**src/rtl/avdf_pkg.sv**
```systemverilog
// shared types and constants for the audio volume dac formatter
package avdf_pkg;

  // output format selection, code 3 is unused and behaves as pass-through
  typedef enum logic [1:0] {
    MODE_PASS = 2'd0,
    MODE_SPK  = 2'd1,
    MODE_EXT  = 2'd2
  } out_mode_e;

  // configuration register indexes
  localparam logic [1:0] REG_OUTPUT_MODE    = 2'd0;
  localparam logic [1:0] REG_VOLUME_PERCENT = 2'd1;
  localparam logic [1:0] REG_MUTED          = 2'd2;

  localparam int unsigned VolW  = 7;
  localparam int unsigned CfgW  = 7;

  // reset values of the registers
  localparam logic [1:0]      RESET_MODE   = 2'd1;
  localparam logic [VolW-1:0] RESET_VOLUME = 7'd50;

  // speaker path gain and dac split
  localparam logic [7:0]  SPK_GAIN   = 8'd254;
  localparam logic [10:0] DAC_LIMIT  = 11'd127;
  localparam logic [7:0]  DAC_OFFSET = 8'h80;

  // reciprocals of 100: ceil(2^22/100) for the speaker path (after the
  // >>15 that removes the 32768 factor), ceil(2^29/100) for the external path
  localparam logic [15:0] RECIP_SPK       = 16'd41944;
  localparam int unsigned RECIP_SPK_SHIFT = 22;
  localparam logic [22:0] RECIP_EXT       = 23'd5368710;
  localparam int unsigned RECIP_EXT_SHIFT = 29;

endpackage

```
**src/rtl/avdf_spk_fmt.sv**
```systemverilog
// speaker dac formatter: signed range split into main and overflow bytes
module avdf_spk_fmt (
  input  logic [9:0]  range_mag_i,
  input  logic        range_neg_i,
  output logic [15:0] word_ovf_o,
  output logic [15:0] word_main_o
);

  logic signed [10:0] rng;
  logic signed [10:0] dac0;
  logic signed [10:0] dac1;
  logic signed [10:0] lim;

  assign lim = $signed(avdf_pkg::DAC_LIMIT);

  always_comb begin
    rng = range_neg_i ? -$signed({1'b0, range_mag_i}) : $signed({1'b0, range_mag_i});
    if (rng > lim) begin
      dac1 = rng - lim;
      dac0 = lim;
    end else if (rng < -lim) begin
      dac1 = rng + lim;
      dac0 = -lim;
    end else begin
      dac1 = '0;
      dac0 = rng;
    end
  end

  // only the low byte survives the shift into the upper half of the word
  assign word_ovf_o  = {dac1[7:0] - avdf_pkg::DAC_OFFSET, 8'h00};
  assign word_main_o = {dac0[7:0] + avdf_pkg::DAC_OFFSET, 8'h00};

endmodule

```
**src/rtl/audio_volume_dac_formatter_top.sv**
```systemverilog
// top level of the audio volume dac formatter pipeline
// a taken transaction passes the s1, s2, s3 and output registers before done_o goes high
// throughput: one stereo frame per cycle, set by the four-stage pipeline
// busy_o is held low, the pipeline never stalls and the receiver cannot stall it
// reset: output_mode=1, volume_percent=50, muted=0, pipeline valid bits cleared
// config writes are expected only while no transaction is in flight
module audio_volume_dac_formatter_top (
  input  logic        clk_i,
  input  logic        rst_ni,
  // command channel
  input  logic        start_i,
  output logic        busy_o,
  input  logic [15:0] left_sample_i,
  input  logic [15:0] right_sample_i,
  input  logic        end_of_buffer_i,
  // result channel
  output logic        done_o,
  output logic [15:0] out_left_o,
  output logic [15:0] out_right_o,
  output logic        end_of_buffer_out_o,
  // configuration write port
  input  logic        cfg_we_i,
  input  logic [1:0]  cfg_idx_i,
  input  logic [avdf_pkg::CfgW-1:0] cfg_wdata_i
);

  // ---------------------------------------------------------------------------
  // configuration registers
  // ---------------------------------------------------------------------------
  logic [1:0] mode_q;
  logic [6:0] volume_q;
  logic       muted_q;

  always_ff @(posedge clk_i or negedge rst_ni) begin
    if (!rst_ni) begin
      mode_q   <= avdf_pkg::RESET_MODE;
      volume_q <= avdf_pkg::RESET_VOLUME;
      muted_q  <= 1'b0;
    end else if (cfg_we_i) begin
      case (cfg_idx_i)
        avdf_pkg::REG_OUTPUT_MODE:    mode_q   <= cfg_wdata_i[1:0];
        avdf_pkg::REG_VOLUME_PERCENT: volume_q <= cfg_wdata_i;
        avdf_pkg::REG_MUTED:          muted_q  <= cfg_wdata_i[0];
        default: begin
        end
      endcase
    end
  end

  // no backpressure anywhere, a new frame can enter every cycle
  assign busy_o = 1'b0;

  logic take;
  assign take = start_i && !busy_o;

  // ---------------------------------------------------------------------------
  // stage 1: mono downmix, magnitudes and signs, effective volume
  // ---------------------------------------------------------------------------
  logic [16:0] sum;
  logic [15:0] mono;
  logic [6:0]  vol_eff;
  logic [14:0] vol_gain;

  assign sum      = {left_sample_i[15], left_sample_i} + {right_sample_i[15], right_sample_i};
  assign mono     = sum[16:1];   // arithmetic shift right by one, floor
  assign vol_eff  = muted_q ? '0 : volume_q;
  assign vol_gain = 15'(vol_eff) * 15'(avdf_pkg::SPK_GAIN);

  // magnitude of a 16-bit two's complement value, 0x8000 maps to 32768
  function automatic logic [15:0] mag16(input logic [15:0] v);
    mag16 = v[15] ? (~v + 16'd1) : v;
  endfunction

  logic        s1_valid_q;
  logic [1:0]  s1_mode_q;
  logic        s1_eob_q;
  logic [15:0] s1_left_q, s1_right_q;
  logic [15:0] s1_mag_l_q, s1_mag_r_q, s1_mag_m_q;
  logic        s1_neg_l_q, s1_neg_r_q, s1_neg_m_q;
  logic [6:0]  s1_vol_q;
  logic [14:0] s1_gain_q;

  always_ff @(posedge clk_i or negedge rst_ni) begin
    if (!rst_ni) begin
      s1_valid_q <= 1'b0;
    end else begin
      s1_valid_q <= take;
    end
  end

  always_ff @(posedge clk_i) begin
    s1_mode_q  <= mode_q;
    s1_eob_q   <= end_of_buffer_i;
    s1_left_q  <= left_sample_i;
    s1_right_q <= right_sample_i;
    s1_mag_l_q <= mag16(left_sample_i);
    s1_mag_r_q <= mag16(right_sample_i);
    s1_mag_m_q <= mag16(mono);
    s1_neg_l_q <= left_sample_i[15];
    s1_neg_r_q <= right_sample_i[15];
    s1_neg_m_q <= mono[15];
    s1_vol_q   <= vol_eff;
    s1_gain_q  <= vol_gain;
  end

  // ---------------------------------------------------------------------------
  // stage 2: volume products on magnitudes
  // ---------------------------------------------------------------------------
  logic [30:0] prod_m;
  logic [22:0] prod_l, prod_r;

  assign prod_m = 31'(s1_mag_m_q) * 31'(s1_gain_q);
  assign prod_l = 23'(s1_mag_l_q) * 23'(s1_vol_q);
  assign prod_r = 23'(s1_mag_r_q) * 23'(s1_vol_q);

  logic        s2_valid_q;
  logic [1:0]  s2_mode_q;
  logic        s2_eob_q;
  logic [15:0] s2_left_q, s2_right_q;
  logic [15:0] s2_pm_q;   // product divided by 32768
  logic [22:0] s2_pl_q, s2_pr_q;
  logic        s2_neg_l_q, s2_neg_r_q, s2_neg_m_q;

  always_ff @(posedge clk_i or negedge rst_ni) begin
    if (!rst_ni) begin
      s2_valid_q <= 1'b0;
    end else begin
      s2_valid_q <= s1_valid_q;
    end
  end

  always_ff @(posedge clk_i) begin
    s2_mode_q  <= s1_mode_q;
    s2_eob_q   <= s1_eob_q;
    s2_left_q  <= s1_left_q;
    s2_right_q <= s1_right_q;
    s2_pm_q    <= prod_m[30:15];
    s2_pl_q    <= prod_l;
    s2_pr_q    <= prod_r;
    s2_neg_l_q <= s1_neg_l_q;
    s2_neg_r_q <= s1_neg_r_q;
    s2_neg_m_q <= s1_neg_m_q;
  end

  // ---------------------------------------------------------------------------
  // stage 3: divide by 100 through reciprocal multiply, exact over the range
  // ---------------------------------------------------------------------------
  logic [31:0] quo_m_full;
  logic [45:0] quo_l_full, quo_r_full;

  assign quo_m_full = 32'(s2_pm_q) * 32'(avdf_pkg::RECIP_SPK);
  assign quo_l_full = 46'(s2_pl_q) * 46'(avdf_pkg::RECIP_EXT);
  assign quo_r_full = 46'(s2_pr_q) * 46'(avdf_pkg::RECIP_EXT);

  logic        s3_valid_q;
  logic [1:0]  s3_mode_q;
  logic        s3_eob_q;
  logic [15:0] s3_left_q, s3_right_q;
  logic [9:0]  s3_qm_q;
  logic [16:0] s3_ql_q, s3_qr_q;
  logic        s3_neg_l_q, s3_neg_r_q, s3_neg_m_q;

  always_ff @(posedge clk_i or negedge rst_ni) begin
    if (!rst_ni) begin
      s3_valid_q <= 1'b0;
    end else begin
      s3_valid_q <= s2_valid_q;
    end
  end

  always_ff @(posedge clk_i) begin
    s3_mode_q  <= s2_mode_q;
    s3_eob_q   <= s2_eob_q;
    s3_left_q  <= s2_left_q;
    s3_right_q <= s2_right_q;
    s3_qm_q    <= quo_m_full[avdf_pkg::RECIP_SPK_SHIFT +: 10];
    s3_ql_q    <= quo_l_full[avdf_pkg::RECIP_EXT_SHIFT +: 17];
    s3_qr_q    <= quo_r_full[avdf_pkg::RECIP_EXT_SHIFT +: 17];
    s3_neg_l_q <= s2_neg_l_q;
    s3_neg_r_q <= s2_neg_r_q;
    s3_neg_m_q <= s2_neg_m_q;
  end

  // ---------------------------------------------------------------------------
  // stage 4: sign restore, clip or dac split, format select
  // ---------------------------------------------------------------------------
  function automatic logic [15:0] clip_signed(input logic [16:0] q, input logic neg);
    logic signed [17:0] v;
    v = neg ? -$signed({1'b0, q}) : $signed({1'b0, q});
    if (v > 18'sd32767) begin
      clip_signed = 16'h7fff;
    end else if (v < -18'sd32768) begin
      clip_signed = 16'h8000;
    end else begin
      clip_signed = v[15:0];
    end
  endfunction

  logic [15:0] spk_ovf_word, spk_main_word;

  avdf_spk_fmt u_spk_fmt (
    .range_mag_i (s3_qm_q),
    .range_neg_i (s3_neg_m_q),
    .word_ovf_o  (spk_ovf_word),
    .word_main_o (spk_main_word)
  );

  logic [15:0] left_d, right_d;

  always_comb begin
    case (s3_mode_q)
      avdf_pkg::MODE_SPK: begin
        left_d  = spk_ovf_word;
        right_d = spk_main_word;
      end
      avdf_pkg::MODE_EXT: begin
        left_d  = clip_signed(s3_ql_q, s3_neg_l_q);
        right_d = clip_signed(s3_qr_q, s3_neg_r_q);
      end
      default: begin
        left_d  = s3_left_q;
        right_d = s3_right_q;
      end
    endcase
  end

  logic        done_q;
  logic [15:0] out_left_q, out_right_q;
  logic        eob_out_q;

  always_ff @(posedge clk_i or negedge rst_ni) begin
    if (!rst_ni) begin
      done_q <= 1'b0;
    end else begin
      done_q <= s3_valid_q;
    end
  end

  always_ff @(posedge clk_i) begin
    out_left_q  <= left_d;
    out_right_q <= right_d;
    eob_out_q   <= s3_eob_q;
  end

  assign done_o              = done_q;
  assign out_left_o          = out_left_q;
  assign out_right_o         = out_right_q;
  assign end_of_buffer_out_o = eob_out_q;

  // ---------------------------------------------------------------------------
  // assertions
  // ---------------------------------------------------------------------------
  a_latency: assert property (@(posedge clk_i) disable iff (!rst_ni)
    take |-> ##4 done_o)
    else $error("accepted transaction did not complete after four cycles");

  a_eob_follows: assert property (@(posedge clk_i) disable iff (!rst_ni)
    done_o |-> (end_of_buffer_out_o == $past(end_of_buffer_i, 4)))
    else $error("end of buffer mark out of step with its transaction");

  a_spk_range: assert property (@(posedge clk_i) disable iff (!rst_ni)
    s3_valid_q |-> (s3_qm_q <= 10'd322))
    else $error("speaker range quotient out of bounds");

  a_ext_range: assert property (@(posedge clk_i) disable iff (!rst_ni)
    s3_valid_q |-> ((s3_ql_q <= 17'd41615) && (s3_qr_q <= 17'd41615)))
    else $error("external dac quotient out of bounds");

endmodule

```
**config.mk**
```make
export PLATFORM = sky130hd
export DESIGN_NAME = audio_volume_dac_formatter_top
export DESIGN_NICKNAME = d
export VERILOG_FILES = /design/src/rtl/avdf_pkg.sv /design/src/rtl/avdf_spk_fmt.sv /design/src/rtl/audio_volume_dac_formatter_top.sv
export SDC_FILE = /design/constraint.sdc
export NUM_CORES = 2
export LEC_CHECK = 0
export ABC_AREA = 1
export BUFFER_PORTS_ARGS = -buffer_cell sky130_fd_sc_hd__buf_4
export CAP_MARGIN = 10
export CORE_MARGIN = 3
export CORE_UTILIZATION = 30
export CTS_BUF_LIST = sky130_fd_sc_hd__clkbuf_8
export DETAILED_ROUTE_END_ITERATION = 7
export PLACE_DENSITY = 0.4
export SYNTH_ARGS = -nofsm -noshare
export SYNTH_HDL_FRONTEND = slang
export SYNTH_SLANG_ARGS = --single-unit
```
**constraint.sdc**
```tcl
create_clock -name clk_i -period 17.1 [get_ports clk_i]
set_clock_uncertainty 0.1 [all_clocks]
set_input_delay 3.42 -clock clk_i [delete_from_list [all_inputs] [get_ports clk_i]]
set_output_delay 3.42 -clock clk_i [all_outputs]
set_load 0.005 [all_outputs]
```
==> impl_metrics.yaml <==
placed_design:
  io_buffers: 79
  placedCellCount: 8203
  hpwl_um: 135000
  gp_congestion: 0.894
  place_ws_ps: 11000
critical_path:
  end_kind: "register"
  path_max_fanout: 8
  ff2ff_setup_slack_ps: 10930
  cp.required_ps: 17590
  arrival_ps: 6670
  crit_type: "register to register"
  reg2regPathDepth: 20
  worstSetupStartpointType: "register"
floorplanning:
  row_count: 149
  die_width_um: 415
  start_util_pct: 30.3
  dieArea_sq_mm: 0.172
  fp.dieH_um: 415
  core_sq_mm: 0.166
  io_pins: 81
clock_tree:
  clock-root-buffer: "clkbuf_8"
  insertion_delay_ps: 760
  postCtsSetupBuffers: 0
  cts_tree: "done"
  cts.path.max_buffers: 3
  cts_resized: 0
  cts-buffers-inserted: 67
  cts_sinks: 327
  cts.htree.levels: 3
  hold_buffers: 0
  cts.clk_slew.worst_paths_ps: 60
timing:
  worst_slack_ps: 10930
  hold_viol_final: 0
  slew_violations: 0
  hold_ws_ps: 221
  fmax_ghz: 0.162
  rsz0062_at_grt: "false"
  setup-violations-final: 0
  worst_pin_slew_ps: 864
  finalSetupTns_ps: 0
  post-route-period-util_pct: 36.1
  slew_headroom_pct: 42.3
  min_period_ps: 6170
outcome:
  outcome: "finished, final reports clean"
synth:
  yosysMostFrequentCell: "inv_1"
  avgSynthCellArea_sq_um: 8.38
  ys_seq_area_share_pct: 13.2
  async_flop_share_pct: 4.28
  synth_area_leaders: "fa_1 31%, ha_1 20%, dfxtp_1 12%"
  synth_ff_type: "dfxtp_1"
  synth_area_leader_cell: "fa_1"
  synth_edf_count: 0
  synth_top_area_share_pct: 30.8
  synth_common_cells: "1,505 x inv_1, 1,118 x nand2_1, 819 x ha_1"
  synthCells: 5999
  synthesis.nets: 7637
  yosysWarningCount: 0
  ys_ff_latch: 327
  syn_area_sq_mm: 0.0503
  synth_cell_types: 53
global_routing:
  grtUsageMet2_pct: 31.2
  grt_start_max_net_pins: 48
  use_met3_pct: 2.33
  use_met1_pct: 25.1
  grtUsageTotal_pct: 18.3
  grt_overflow_total: 0
  antenna_found_initial: 11
  grt_pass1_wl_um: 244000
  top_usage_layer: "met2"
  grt_pass1_vias: 40768
drt:
  drt_iter0_drc: 1840
  dr_total_vias: 37474
  avgViaCountPerCell: 4.50
  ant_nets: 0
  first_pass_iters: 6
  drcViolationCount: 0
  avgRoutedWirePerCell_um: 18.8
  routed_wl_um: 156000
hold_path:
  hold_path_depth: 0
  hold_class: "register to register"
finish:
  nNetsFinal: 7721
  final_cells: 8326
  area_delta_synth_final_pct: 9.06
  layout-drive-gt1-share_pct: 4.08
flow_run:
  cap_violations: 0
routing by layer:
metal | wire, um | part of all wire, %
met3 | 5420 | 3.5
met5 | 41 | 0.026
met4 | 2440 | 1.6
met1 | 74300 | 48
met2 | 74000 | 47
metrics by stage:
stage          cell area [sq um]  util [%]
2_1_floorplan              50300         -
3_5_place_dp               53400      32.2
3_3_place_gp               53400      32.2
5_1_grt                    54800      33.1
4_1_cts                    54800      33.1
6_report                   54800      33.1
cells by family (layout without fill, tap and decap cells):
logic type                 Yosys count  in the layout  synth area share, %
AOI/OAI and AO/OA                  560            560                 6.33
xor gates and xnor gates           176            176                 3.07
adders and majority gates         1592           1592                 51.2
buffers and inverters             1589           1720                 11.9
DFF                                327            327                 13.2
muxes                                2              2               0.0448
other                                1              8              0.00746
and+or+nand+nor                   1752           1752                 14.3
registers in the layout, indices dropped and copies added (netlist names), 16 cells and up:
| register | count |
|---|---|
| s1_mag_m_q | 16 |
| out_left_o | 16 |
| s3_ql_q | 17 |
| s2_pm_q | 16 |
| out_right_o | 16 |
| s2_left_q | 16 |
| s3_left_q | 16 |
| s1_left_q | 16 |
| s2_pl_q | 23 |
| s3_qr_q | 17 |
| s2_pr_q | 23 |
final timing paths:
check	start	to
max	s2_pl_q[12]	s3_ql_q[8]
max in group asynchronous	rst_ni	volume_q[1]
min	s2_left_q[13]	s3_left_q[13]
min reg2reg	s2_left_q[13]	s3_left_q[13]
min in group asynchronous	rst_ni	volume_q[3]
max reg2reg	s2_pl_q[12]	s3_ql_q[8]
cell type report:
class,count,area [sq um]
Clock inverter,34,278
Fill cell,17672,111000
Inverter,1508,5660
Sequential cell,327,6620
Multi-Input combinational cell,4083,37600
Timing Repair Buffer,96,721
Antenna cell,7,17.5
Tap cell,2189,2740
Clock buffer,82,1130
critical path: stages (launching register included):
cell and delay (ps):
dfxtp_1 760, ha_1 340, inv_1 80, fa_1 480, fa_1 520, inv_1 60, fa_1 570, fa_1 450
fa_1 490, inv_1 50, fa_1 520, inv_1 50, ha_1 320, nand2_1 110, nor2_1 150, inv_1 70
nor2_1 110, and3_1 230, a21oi_1 130, o21bai_1 200, xor2_1 260
layout by cell type (no fill, tap or decap), drive strengths merged, types with 21 or more instances in the layout:
master,synthesis,routed
nand4,41,41
o21bai,23,23
nand2,1136,1136
o21ai,173,173
ha,819,819
xnor2,47,47
clkbuf,73,82
dfxtp,313,313
inv,1508,1525
nor2,332,332
o211ai,25,25
a31oi,34,34
xor2,129,129
nor3,47,47
fa,773,773
nand3,166,166
a21o,21,21
buf,8,96
a21oi,242,242
Power is not shown: default switching activity piles up to over one toggle a cycle in this logic, so the estimate is an artifact.
